### config.mk
export PLATFORM = sky130hd
export DESIGN_NAME = s2e_sqrt_cell
export DESIGN_NICKNAME = d
export VERILOG_FILES = /design/src/hw/rtl/s2e_sqrt_cell.sv
export SDC_FILE = /design/constraint.sdc
export NUM_CORES = 1
export LEC_CHECK = 0
export ABC_AREA = 1
export CORE_MARGIN = 1.5
export CORE_UTILIZATION = 25
export CTS_BUF_LIST = sky130_fd_sc_hd__clkbuf_8
export DETAILED_ROUTE_END_ITERATION = 7
export DONT_BUFFER_PORTS = 1
export GPL_TIMING_DRIVEN = 1
export HOLD_SLACK_MARGIN = 0.15
export PLACE_DENSITY = 0.39
export RECOVER_POWER = 50
export SLEW_MARGIN = 25
export SYNTH_ARGS = -nofsm -noshare
export SYNTH_HDL_FRONTEND = slang
export SYNTH_SLANG_ARGS = --single-unit
### constraint.sdc
create_clock -name i_clk -period 2.5 [get_ports i_clk]
set_clock_uncertainty 0.2 [all_clocks]
set_input_delay 0.25 -clock i_clk [delete_from_list [all_inputs] [get_ports i_clk]]
set_output_delay 0.25 -clock i_clk [all_outputs]
set_load 0.02 [all_outputs]
### src/hw/rtl/s2e_sqrt_cell.sv
// One cell of the square root chain: resolves one root bit per cycle.
// Shifts two radicand bits into the partial remainder and hands all on.
// Depends on nothing but its parameters.
module s2e_sqrt_cell #(
    parameter int SB     = 33,
    parameter int SIDE_W = 8
) (
    input  logic              i_clk,
    input  logic              i_rst_n,
    input  logic              i_valid,
    input  logic [SB+1:0]     i_rem,
    input  logic [SB-1:0]     i_root,
    input  logic [2*SB-1:0]   i_rad,
    input  logic [SIDE_W-1:0] i_side,
    output logic              o_valid,
    output logic [SB+1:0]     o_rem,
    output logic [SB-1:0]     o_root,
    output logic [2*SB-1:0]   o_rad,
    output logic [SIDE_W-1:0] o_side
);
    localparam int RW = SB + 2;
    localparam int DW = 2 * SB;

    logic              r_valid;
    logic [RW-1:0]     r_rem,  n_rem;
    logic [SB-1:0]     r_root, n_root;
    logic [DW-1:0]     r_rad,  n_rad;
    logic [SIDE_W-1:0] r_side;
    logic [RW-1:0]     rem_sh;
    logic [RW-1:0]     trial;
    logic              ge;

    always_comb begin
        rem_sh = {i_rem[SB-1:0], i_rad[DW-1 -: 2]};
        trial  = {i_root, 2'b01};
        ge     = (rem_sh >= trial);
        n_rem  = ge ? (rem_sh - trial) : rem_sh;
        n_root = {i_root[SB-2:0], ge};
        n_rad  = {i_rad[DW-3:0], 2'b00};
    end

    always_ff @(posedge i_clk) begin
        if (!i_rst_n) begin
            r_valid <= 1'b0;
        end else begin
            r_valid <= i_valid;
        end
    end

    always_ff @(posedge i_clk) begin
        r_rem  <= n_rem;
        r_root <= n_root;
        r_rad  <= n_rad;
        r_side <= i_side;
    end

    assign o_valid = r_valid;
    assign o_rem   = r_rem;
    assign o_root  = r_root;
    assign o_rad   = r_rad;
    assign o_side  = r_side;

endmodule

* Word-level counts from Yosys, hierarchy flattened
Index checks and enable logic that the tools add are counted.
** Word-level totals
- Word-level logic and storage cells :: 8
- Register bits after elaboration :: 141
** Cells by class
- Add/subtract/negate cells :: 1
- Magnitude comparators :: 1
- Muxes and demuxes :: 1
** Operator list (count)
- >= comparator 35 bit :: 1
- 2-to-1 mux 35 bit :: 1
- subtractor 35 bit :: 1

* Depth between registers and ports, before layout
- Word-level depth :: 2
- Gate-level depth with buffers :: 16
- Mapped depth without buffers :: 15

* Worst setup path after synthesis
OpenSTA, ideal clock, no wires.
- Path type :: input port to flip-flop
- Start point :: input i_root[15]
- End point :: register r_rem[17] (netlist: o_rem[17])
- Data arrival time :: 1.662 ns
- Setup slack :: 0.526 ns
- Path buffers :: 2
- Stages on the path :: 16
- Cells stage by stage :: inv_1 > ha_1 > nand2_1 > inv_1 > nand2_1 > nand2_1 > inv_1 > nand2_1 > a21oi_1 > nand2_1 > nand2_1 > nand2_2 > buf_6 > buf_6 > nand2_1 > nand2_1
** On the way
- Longest elaborated chain between the ends :: 2
- Elaborated cells on any way between the ends :: 3
** Ends and longest elaborated chain
- start: declaration :: line 12 : input logic [SB-1:0] i_root,
- subtractor 35 bit / >= comparator 35 bit (equally long branches) :: line 37, 36
- 2-to-1 mux 35 bit * :: line 37 : n_rem = ge ? (rem_sh - trial) : rem_sh;
- named net n_rem[17] :: line 25 : logic [RW-1:0] r_rem, n_rem;
- end signal: assignment :: line 51 : r_rem <= n_rem;
- end: declaration :: line 25
The timed path passes the listed nets; every way through them passes the cells marked *.
A chain may end at the register's enable or synchronous reset.

* Worst setup path in the final report
- Start point :: input i_root[13]
- End point :: register r_rem[11] (netlist: o_rem[11])
** On the way
- Longest elaborated chain between the ends :: 2
** Ends and longest elaborated chain
- >= comparator 35 bit :: line 36 : ge = (rem_sh >= trial);
- 2-to-1 mux 35 bit :: line 37
- named net n_rem[11] :: line 25
The timed path passes the listed nets, and every way through them passes these cells.

==> key figures <==
Clock tree
  – H-tree Lvls: 4
  – Setup Buffers After CTS: 0
  – Clock transition at the registers of the reported paths: 0.10 ns
  – CTS Buffer Depth: 2
  – CTS buffer count: 17
  – CTS tree: yes
  – Clock Sinks: 141
  – Clock root cell: clkbuf_8

Timing
  – Max Clock Freq: 431.2 MHz
  – RSZ-0062 raised after global routing: false
  – Setup WS post-layout: 0.1808 ns
  – Setup Viol. Count Final: 0
  – Final Hold Violating Endpoints: 0
  – Min Tclk post-route: 2.319 ns
  – Slew Limit Fails: 0
  – Setup_tns: 0 ns
  – Final worst path period share: 0.9277

Placement
  – I/O Buffers: 0
  – Dpl ws: 0.2091 ns
  – Post-DP Area: 0.006446 mm2
  – Final HPWL DP: 16570 um
  – Gpl congestion: 0.8715

Cells and area
  – Area grow syn2layout: 52.16%
  – FILL cells: 2449
  – Area of the multi-input gates: 0.002628 mm2
  – Fin nets: 1243
  – Final Cell Area: 0.009216 mm2
  – Share of cells above drive strength 1: 0.06784
  – Register area: 0.002823 mm2

Synth
  – Post-Syn Area: 0.006057 mm2
  – Area contributors post-synth: dfxtp_1, nand2_1, inv_1, ha_1, nor2_1
  – Post-synth EDFFs: 0
  – Simple-gate share of the synthesized area: 0.2840
  – Post-Synth XOR/XNOR Area: 0.02603
  – Distinct cells, synth: 28
  – Yosys warns: 0
  – Largest family of logic cells by synthesized area: simple AND/OR/NAND/NOR gates
  – Most numerous cell in the Yosys netlist: nand2_1
  – FF+latch count, synth: 141
  – Synth Flop Type: dfxtp_1
  – Seq/Total Area, Yosys: 0.4660
  – Avg Synthesized Cell Area: 7.414 um2
  – Compound-Gate Fraction of Synth Area: 0.04173
  – Cell accounting for the most synthesized area: dfxtp_1
  – Post-synthesis mux area share: 0
  – Asr flop ratio synth: 0
  – Share of the synthesized area in the top cell type: 0.4660
  – Commonest cells in the netlist: nand2_1, inv_1, dfxtp_1, nor2_1, ha_1
  – Post-Synth Adder-Cell Area: 0.07230
  – Cells after synthesis: 817

Floorplanning
  – Die Wd: 158.7 um
  – Std cell rows: 56
  – Starting density of the core: 0.2565
  – IO Pins: 288
  – Die H: 158.7 um
  – Core box area: 0.02361 mm2
  – Die area: 0.02517 mm2

Worst hold path
  – Hold Path Class: in -> reg
  – Hold Path Origin: i_root[21]
  – Hold Path Cell Cnt: 1
  – Hold Path Sink: o_root[22]$_DFF_P_

Routing
  – Detailed Route WL: 23050 um
  – Drt initial violations: 236
  – 1st-pass router iterations: 4
  – Detailed-route via count: 5667
  – Routed vias/inst: 4.059
  – Drt drc: 0
  – Antenna-violating nets left: 0
  – Routed wire per std cell: 16.51 um

Setup path
  – Crit path capture type: flip-flop
  – WS Path Type: in -> reg
  – Worst endpoint required time: 2.65 ns
  – Crit path DAT: 2.47 ns
  – Crit Path Max Fanout: 12
  – Crit path launch type: input pin

Run status
  – Status: complete, no violations

Global routing
  – Largest net degree at the start of global routing: 28
  – Initial antenna violation count: 1
  – Global-route wire length before repair: 33000 um
  – Gr ovfl total: 0
  – GRT Util Overall: 0.1779
  – Vias in the first global route: 5825

Pwr
  – Static leakage: 4.617 nW
  – IR Drop Worst-Case VDD: 0.0003286 V
  – PwrDens: 643.8 mW/mm2

Flow run
  – Max Cap Viol: 0
## per-stage QoR
step	hold slack, ns	cells	power (mW)	util
6_report	0.1655	1396	5.933	0.3903
5_1_grt	0.1566	1396	6.282	0.3903
4_1_cts	0.1501	1388	5.985	0.3842
3_5_place_dp	0.07775	1135	3.705	0.2730
3_3_place_gp	0.07776	1135	3.709	0.2730
2_1_floorplan	0.07772	818	3.435	-
## kinds of logic after synthesis
| logic type | count (synthesis) |
|---|---|
| xor+xnor | 18 |
| other cells | 1 |
| fa+ha+maj | 35 |
| buf+inv | 161 |
| flops | 141 |
| compound gates | 48 |
| simple gates | 413 |
## flip-flops by register name (all words and copies together) (netlist names)
name,count
o_side,8
o_rad,64
o_root,33
o_rem,35
o_valid,1
## cells in the final DEF (no fill, tap or decap), types with 4 or more instances in the layout
| cell | count |
|---|---|
| nor3_1 | 4 |
| nand3_2 | 11 |
| nand4_1 | 5 |
| inv_6 | 5 |
| nand2_2 | 6 |
| dlygate4sd3_1 | 227 |
| nand3_1 | 30 |
| dfxtp_1 | 141 |
| a21oi_1 | 25 |
| ha_1 | 32 |
| buf_4 | 4 |
| inv_1 | 151 |
| nor2_1 | 44 |
| nor2_2 | 6 |
| xor2_1 | 17 |
| o21ai_0 | 13 |
| clkbuf_8 | 17 |
| nand2_1 | 300 |
## cell type report
type                    instances  share of cell area
diodes                          1           0.0002715
clock buffers                  17             0.02539
clock inverters                15             0.01941
inverters                     152             0.06218
multi-input cells             516              0.2851
flip-flops and latches        141              0.3063
well taps                     319             0.04331
repair buffers                235              0.2581
## power by group
part | internal [mW] | switching (mW)
registers | 2.45 | 0.352
clock network | 0.848 | 1.11
logic | 0.537 | 0.642
## layer usage
| metal | share of wire | GRT usage |
|---|---|---|
| met3 | 0.056 | 0.03729 |
| met4 | 0.0099 | 0.04094 |
| met1 | 0.42 | 0.2024 |
| met5 | 0 | 0 |
| met2 | 0.51 | 0.3367 |
## worst max-delay path: stages
cell and delay (ns):
dlygate4sd3_1 0.58, inv_1 0.07, ha_1 0.37, nand2_1 0.15, nor2_2 0.16, nand2_1 0.09
nor2_1 0.09, nand2_1 0.07, nand2_1 0.09, nand2_1 0.07, nand2_2 0.12, inv_4 0.07
clkbuf_16 0.18, nand2_1 0.06, nand2_1 0.04
## how the worst max path moves through the flow
stage,start,to,slack [ns],cells after the start
after floorplan,i_root[15],o_rem[17]$_DFF_P_,0.53,16
after global placement,i_root[2],o_rem[30]$_DFF_P_,0.20,13
after detailed placement,i_root[3],o_rem[30]$_DFF_P_,0.21,13
after CTS,i_root[12],o_rem[19]$_DFF_P_,0.08,15
after global routing,i_root[16],o_rem[26]$_DFF_P_,0.0004,12
final,i_root[13],o_rem[11]$_DFF_P_,0.18,15
## repair_timing
| item | CTS | global route |
|---|---|---|
| hold buffers | 221 | 6 |
| hold endpoints to repair | 140 | 6 |
| endpoints found under the setup margin | 0 | 35 |
| resized for setup | 0 | 12 |
(Power assumes the default switching activity.)
