File: config.mk
export PLATFORM = sky130hd
export DESIGN_NAME = s2e_div_cell
export DESIGN_NICKNAME = d
export VERILOG_FILES = /design/src/hw/rtl/s2e_div_cell.sv
export SDC_FILE = /design/constraint.sdc
export NUM_CORES = 1
export LEC_CHECK = 0
export BUFFER_PORTS_ARGS = -buffer_cell sky130_fd_sc_hd__buf_4
export CAP_MARGIN = 20
export CORE_AREA = 2 2 158 160
export DETAILED_ROUTE_END_ITERATION = 7
export DIE_AREA = 0 0 160 162
export PLACE_DENSITY = 0.81
export SYNTH_ARGS = -nofsm -noshare
export SYNTH_HDL_FRONTEND = slang
export SYNTH_SLANG_ARGS = --single-unit
File: constraint.sdc
create_clock -name i_clk -period 3.4 [get_ports i_clk]
set_input_delay 0.34 -clock i_clk [delete_from_list [all_inputs] [get_ports i_clk]]
set_output_delay 0.34 -clock i_clk [all_outputs]
set_load 0.02 [all_outputs]
File: src/hw/rtl/s2e_div_cell.sv
// One cell of the divide chain: one quotient bit for each of three lanes.
// All lanes share the divisor (twice the root); the remainder doubles each cell.
// Depends on nothing but its parameters.
module s2e_div_cell #(
    parameter int SB     = 33,
    parameter int QW     = 19,
    parameter int SIDE_W = 8
) (
    input  logic                 i_clk,
    input  logic                 i_rst_n,
    input  logic                 i_valid,
    input  logic [SB:0]          i_div,
    input  logic [2:0][SB+1:0]   i_rem,
    input  logic [2:0][QW-1:0]   i_quo,
    input  logic [SIDE_W-1:0]    i_side,
    output logic                 o_valid,
    output logic [SB:0]          o_div,
    output logic [2:0][SB+1:0]   o_rem,
    output logic [2:0][QW-1:0]   o_quo,
    output logic [SIDE_W-1:0]    o_side
);
    localparam int RW = SB + 2;

    logic                r_valid;
    logic [SB:0]         r_div;
    logic [2:0][RW-1:0]  r_rem, n_rem;
    logic [2:0][QW-1:0]  r_quo, n_quo;
    logic [SIDE_W-1:0]   r_side;
    logic [RW-1:0]       dext;
    logic [RW-1:0]       diff;
    logic                ge;

    always_comb begin
        dext  = {1'b0, i_div};
        diff  = '0;
        ge    = 1'b0;
        n_rem = '0;
        n_quo = '0;
        for (int k = 0; k < 3; k++) begin
            ge       = (i_rem[k] >= dext);
            diff     = ge ? (i_rem[k] - dext) : i_rem[k];
            n_rem[k] = {diff[RW-2:0], 1'b0};
            n_quo[k] = {i_quo[k][QW-2:0], ge};
        end
    end

    always_ff @(posedge i_clk) begin
        if (!i_rst_n) begin
            r_valid <= 1'b0;
        end else begin
            r_valid <= i_valid;
        end
    end

    always_ff @(posedge i_clk) begin
        r_div  <= i_div;
        r_rem  <= n_rem;
        r_quo  <= n_quo;
        r_side <= i_side;
    end

    assign o_valid = r_valid;
    assign o_div   = r_div;
    assign o_rem   = r_rem;
    assign o_quo   = r_quo;
    assign o_side  = r_side;

endmodule

## Word-level counts from Yosys, hierarchy flattened

Index checks and enable logic that the tools add are counted.

- Add/subtract/negate cells: 3
- Magnitude comparators: 3
- Muxes and demuxes: 3

Operators by type and width:

| cell | count |
|---|---|
| 35-bit by 34-bit greater-or-equal comparator with 1-bit output | 3 |
| 34-bit two-way mux | 3 |
| 34-bit subtractor | 3 |

- Register bits: 202
- Input bits: 207
- Output and inout port bits: 205

## Logic depth before layout (Yosys ltp)

Gate-level depths: netlist (run 1).

- Depth after elaboration: 2
- Gate-level depth with buffers: 14

## Least setup slack after synthesis (run 1)

Ideal clock, no wire load.

- Path kind: input port to flip-flop
- Start: in i_rem[35] in the netlist's numbering
- End: reg r_rem, in the netlist o_rem[68]
- Setup time: 0.116 ns
- Arrival: 2.674 ns
- Setup slack: 0.609 ns
- Stages: 13
- Path through: inv_1 > ha_1 > inv_1 > fa_1 > a211oi_1 > o21ai_1 > o21ai_0 > a2bb2oi_1 > a31oi_1 > o21ai_1 > a311oi_1 > xor2_1 > o21ai_1

RTL lines:

| what | line | RTL |
|---|---|---|
| start: declaration | 13 | `input logic [2:0][SB+1:0] i_rem,` |
| end signal: assignment | 57 | `r_rem <= n_rem;` |
| end: declaration | 26 | `logic [2:0][RW-1:0] r_rem, n_rem;` |

## Worst setup path in the final report (run 1)

- Start: in i_div[1]
- End: reg r_rem, in the netlist o_rem[101]

- Cells in the longest elaborated chain, start to end: 2
- Elaborated cells between the ends (all ways): 3

RTL lines:

| what | line | RTL |
|---|---|---|
| start: declaration | 12 | `input logic [SB:0] i_div,` |
| 34-bit subtractor / 35-bit by 34-bit greater-or-equal comparator with 1-bit output (equally long branches) | 41, 40 |  |
| 34-bit two-way mux * | 41 | `diff = ge ? (i_rem[k] - dext) : i_rem[k];` |
| named net diff[30] | 30 | `logic [RW-1:0] diff;` |

The timed path passes the listed nets; every way through them passes the cells marked *.
A chain may end at the register's enable or synchronous reset.

==> results of run 1 <==
cells by family after synthesis:
family | after synthesis | share of synthesized area, %
buf+inv | 107 | 4.383
flops | 202 | 38.08
xor+xnor | 85 | 7.011
compound gates | 373 | 22.66
other cells | 1 | 0.03531
fa+ha+maj | 105 | 12.58
simple gates | 311 | 13.51
mux | 16 | 1.732
path summary, 6_finish.rpt:
path	start	endpoint	slack (ns)
worst max-delay path	i_div[1]	o_rem[101]	0.08
worst min-delay path	i_rem[5]	o_rem[6]	0.02
metal layers:
layer	track usage, %	routed length, µm	share of wire [%]
met3	4.622	2433	6.2
met4	13.68	2233	5.7
met5	0	0	0
met2	52.68	19400	49
met1	32.50	15150	39
layout make-up:
cell class              count  area (µm²)  area share [%]
multi-input cells         893        6182           39.11
repair buffers            515        4144           26.22
flip-flops and latches    202        4044           25.58
clock buffers              30       641.9           4.061
well taps                 324       405.4           2.565
inverters                  71       274.0           1.734
clock inverters            10       115.1          0.7282
where the power goes:
part	leakage, nW	internal (mW)	switching, mW
combinational	5.34	1.21	1.55
sequential	1.70	2.70	0.0988
clock	0.365	1.48	1.03
total	7.41	5.39	2.68
worst max-delay path: cells and delay by family:
| kind | cells | cell delay (ns) |
|---|---|---|
| xor+xnor | 1 | 0.22 |
| fa+ha+maj | 1 | 0.51 |
| compound gates | 8 | 1.76 |
| buf+inv | 3 | 0.86 |
cells in the final DEF (no fill, tap or decap), types with 14 or more instances in the layout:
master / n
a21oi_1: 93
xnor2_1: 48
nand4_1: 14
dlygate4sd3_1: 96
o21bai_1: 15
o21ai_1: 36
nand2_1: 147
inv_1: 67
clkbuf_16: 23
dfxtp_1: 202
ha_1: 101
nor2_1: 48
a21o_1: 37
o21ai_0: 93
xor2_1: 37
buf_4: 416
nand3_1: 30
what timing repair did:
item,CTS,global route
endpoints found under the setup margin,0,18
hold endpoints to repair,96,0
hold buffers,96,0
gates resized for setup,0,16
metrics by stage:
step | area [µm²] | utilization [%] | cells
after floorplan | 10630 | - | 1202
after CTS | 15730 | 65.27 | 2045
after global routing | 15810 | 65.57 | 2045
final | 15810 | 65.57 | 2045
after global placement | 14020 | 58.14 | 1909
after detailed placement | 14020 | 58.14 | 1909
flip-flops by register name (all words and copies together) (netlist names):
signal and cells:
o_div 34, o_quo 57, o_rem 102, o_side 8
o_valid 1
==> reports/metrics.cfg, run 1 <==
[floorplan]
die_y_um = 162
io_pins = 412
core_mm2 = 0.02411
rows = 57
dieArea_mm2 = 0.02592
start_util_pct = 44.05
die_w_um = 160

[flow_run]
maxCapViolations = 0

[global_route]
first_global_vias = 10710
track_usage_pct = 28.68
antenna_found_initial = 0
grt_pass1_wl_um = 58480
grt_max_degree = 50
grt_overflow = 0

[synthesis]
syn-mean-instance-area_um2 = 8.849
async_flop_share_pct = 0
yosys_most_used_dff = dfxtp_1
synth_area_leader_cell = dfxtp_1
yosys_warnings = 0
syn_area_mm2 = 0.01062
synth_cells = 1200
ys_ff_latch = 202
seq_area_frac_synth_pct = 38.08
synth_top_cell_area_share_pct = 38.08
yosysMostFrequentCell = dfxtp_1
yosys-top-cells-count = dfxtp_1, nand2_1, ha_1
synth_cell_types = 82
synth_area_leaders = dfxtp_1, ha_1, nand2_1
synth_edf_count = 0

[critical_path]
crit_path_cell_trace = dlygate4sd3_1 > buf_4 > clkinvlp_4 > fa_1 > a21o_1 > a221oi_4 > o221ai_4 > a21oi_2 > o31a_2 > o21ai_1 > o41ai_2 > xor2_1 > o21ai_0
critPathCaptureType = register
required_ns = 3.78
crit_path_start_kind = primary input
crit_fanout = 6
cpMaxStageDelayCell = dlygate4sd3_1
crit_type = in2reg
cp_slowest_stage_delay_ns = 0.53
arrival_ns = 3.71

[sta]
setup_viol = 0
slew_violations = 0
tns_ns = 0
slew_headroom_pct = 64.30
fmax_ghz = 0.3009
hold_viol = 0
rsz0062_at_grt = yes
worst_pin_slew_ns = 0.5314
setup_slack_ns = 0.07624
holdWs_ns = 0.02283
post-route-period-util_pct = 97.76
layout_min_cycle_time_ns = 3.324

[pwr]
power_mw = 8.064
power.density_mw_per_mm2 = 510.2
p_leak_nw = 7.413
vdd_drop_max_mv = 0.3783

[clock_network]
cts_tree = built
root_buffer = clkbuf_16
clk_pin_slew_ns = 0.06
cts_setup_buffers = 0
clkSinkCount = 202
clock_path_buffers = 3
cts_buffers = 23
htreeDepth = 1

[drt]
initialDrtViolationCount = 704
post_drt_wl_per_cell_um = 19.18
postRouteAntennaNets = 0
dr.pass1.iters = 5
drt_wl_total_um = 39220
vias = 10960
drcViolationCount = 0
viasPerCell = 5.361

[finish]
nFillCells = 1856
nets = 2018
areaGrowthSynthToFinish_pct = 48.85
drive_gt1_share_pct = 29.17
n_antenna_cell = 0

[min_path]
hold_path_class = in2reg
holdPathStages = 3

[run_status]
status = finished clean

[place]
routabilityCongestion = 0.9356
io_buffers = 405
pre_cts_ws_ns = 0.1557
dp_hpwl_um = 29270

No activity file was read; power rests on OpenSTA's default activity.
==> run 2: changes to the inputs <==
CTS_BUF_LIST = sky130_fd_sc_hd__clkbuf_8   (was unset)
==> run 2 against run 1 <==
  * Sequential share of layout area hardly changed
  * Core utilization hardly changed
  * Maximum frequency is 1.3% higher
  * Critical path depth stayed put
  * Largest power group unchanged
  * Critical endpoint is now o_rem[37]
  * Critical path type unchanged
  * Clock-buffer cell count is 15 higher
  * Worst setup slack better by 0.043 ns
==> reports/metrics.cfg, run 2 (same netlist as run 1, synthesis figures left out) <==
[drt]
postRouteAntennaNets = 0
drt_wl_total_um = 38850
initialDrtViolationCount = 533
drcViolationCount = 0
vias = 11010
dr.pass1.iters = 5
post_drt_wl_per_cell_um = 18.71
viasPerCell = 5.301

[clock_network]
clk_pin_slew_ns = 0.06
clock_path_buffers = 3
cts_buffers = 36
cts_setup_buffers = 0
htreeDepth = 2
cts_tree = built
root_buffer = clkbuf_8
clkSinkCount = 202

[critical_path]
crit_path_start_kind = primary input
critPathCaptureType = register
arrival_ns = 3.69
required_ns = 3.81
crit_type = in2reg
crit_fanout = 49

[global_route]
grt_max_degree = 50
grt_overflow = 0
first_global_vias = 10820
grt_pass1_wl_um = 57630
antenna_found_initial = 0
track_usage_pct = 28.35

[floorplan]
core_mm2 = 0.02411
die_y_um = 162
start_util_pct = 44.05
io_pins = 412
die_w_um = 160
dieArea_mm2 = 0.02592
rows = 57

[sta]
setup_viol = 0
slew_headroom_pct = 64.77
layout_min_cycle_time_ns = 3.281
worst_pin_slew_ns = 0.5244
fmax_ghz = 0.3048
hold_viol = 0
setup_slack_ns = 0.1190
slew_violations = 0
post-route-period-util_pct = 96.50

[finish]
n_antenna_cell = 0
areaGrowthSynthToFinish_pct = 48.86
design_area_mm2 = 0.01581
nets = 2040
drive_gt1_share_pct = 29.34
largest_register_ffs = 102
final_cell_mix = buf_4, dfxtp_1, nand2_1
nFillCells = 1875
layout_commonest_cell = buf_4

[run_status]
status = finished clean

[place]
pre_cts_ws_ns = 0.1557
io_buffers = 405
place_area_mm2 = 0.01402
dp_hpwl_um = 29270
routabilityCongestion = 0.9356

[pwr]
power.density_mw_per_mm2 = 491.0
p_leak_nw = 7.485
vdd_drop_max_mv = 0.2784

[min_path]
hold_path_class = in2reg

[flow_run]
maxCapViolations = 0

[run 2: critical path, cell delays in order]
cell,delay (ns)
dlygate4sd3_1,0.52
buf_4,0.12
clkinvlp_4,0.21
ha_1,0.37
nand2b_1,0.10
a211oi_2,0.23
nor2_1,0.10
o21ai_1,0.23
a41oi_2,0.19
o41a_1,0.52
a21bo_2,0.25
buf_12,0.18
mux2_4,0.31
[run 2: path summary, 6_finish.rpt]
path	startpoint	slack, ns	cells after the start	end
setup / recovery	i_div[1]	0.12	13	o_rem[37]
hold / removal	i_rem[100]	0.03	3	o_rem[101]
[run 2: what timing repair did]
| action | 4_1_cts | 5_1_grt |
|---|---|---|
| setup endpoints to repair | 0 | 13 |
| hold buffers | 104 | 1 |
| gates resized for setup | 0 | 9 |
| endpoints found under the hold margin | 104 | 1 |
[run 2: power by group]
| part | switching, mW | internal [mW] | leakage [nW] |
|---|---|---|---|
| Sequential | 0.100 | 2.70 | 1.70 |
| Combinational | 1.54 | 1.21 | 5.38 |
| Clock | 1.02 | 1.20 | 0.397 |
[run 2: per-stage QoR]
| step | TNS, ns | cells | hold WS [ns] | total power, mW | utilization, % |
|---|---|---|---|---|---|
| finish | 0 | 2076 | 0.02617 | 7.762 | 65.58 |
| global route | -0.001567 | 2076 | 0.005967 | 8.119 | 65.58 |
| CTS | 0 | 2075 | 0.0003418 | 7.749 | 65.37 |
| detailed placement | 0 | 1909 | 0.4456 | 5.435 | 58.14 |
| global placement | 0 | 1909 | 0.4448 | 5.397 | 58.14 |
| floorplan | 0 | 1202 | 0.3677 | 4.364 | - |
[run 2: final cells by class]
| type | instances | area, µm² | area share (%) |
|---|---|---|---|
| inverters | 71 | 270.3 | 1.710 |
| well taps | 324 | 405.4 | 2.565 |
| clock inverters | 17 | 82.58 | 0.5224 |
| flip-flops and latches | 202 | 4044 | 25.58 |
| repair buffers | 524 | 4234 | 26.78 |
| clock buffers | 45 | 619.3 | 3.918 |
| multi-input cells | 893 | 6152 | 38.92 |
[run 2: metal layers]
| metal | track usage (%) | vias up | share of wire, % |
|---|---|---|---|
| met5 | 0 | - | 0 |
| met3 | 5.209 | 128 | 6.1 |
| met1 | 31.45 | 5079 | 38 |
| li1 | - | 5336 | - |
| met2 | 51.67 | 462 | 50 |
| met4 | 15.07 | 0 | 5.6 |
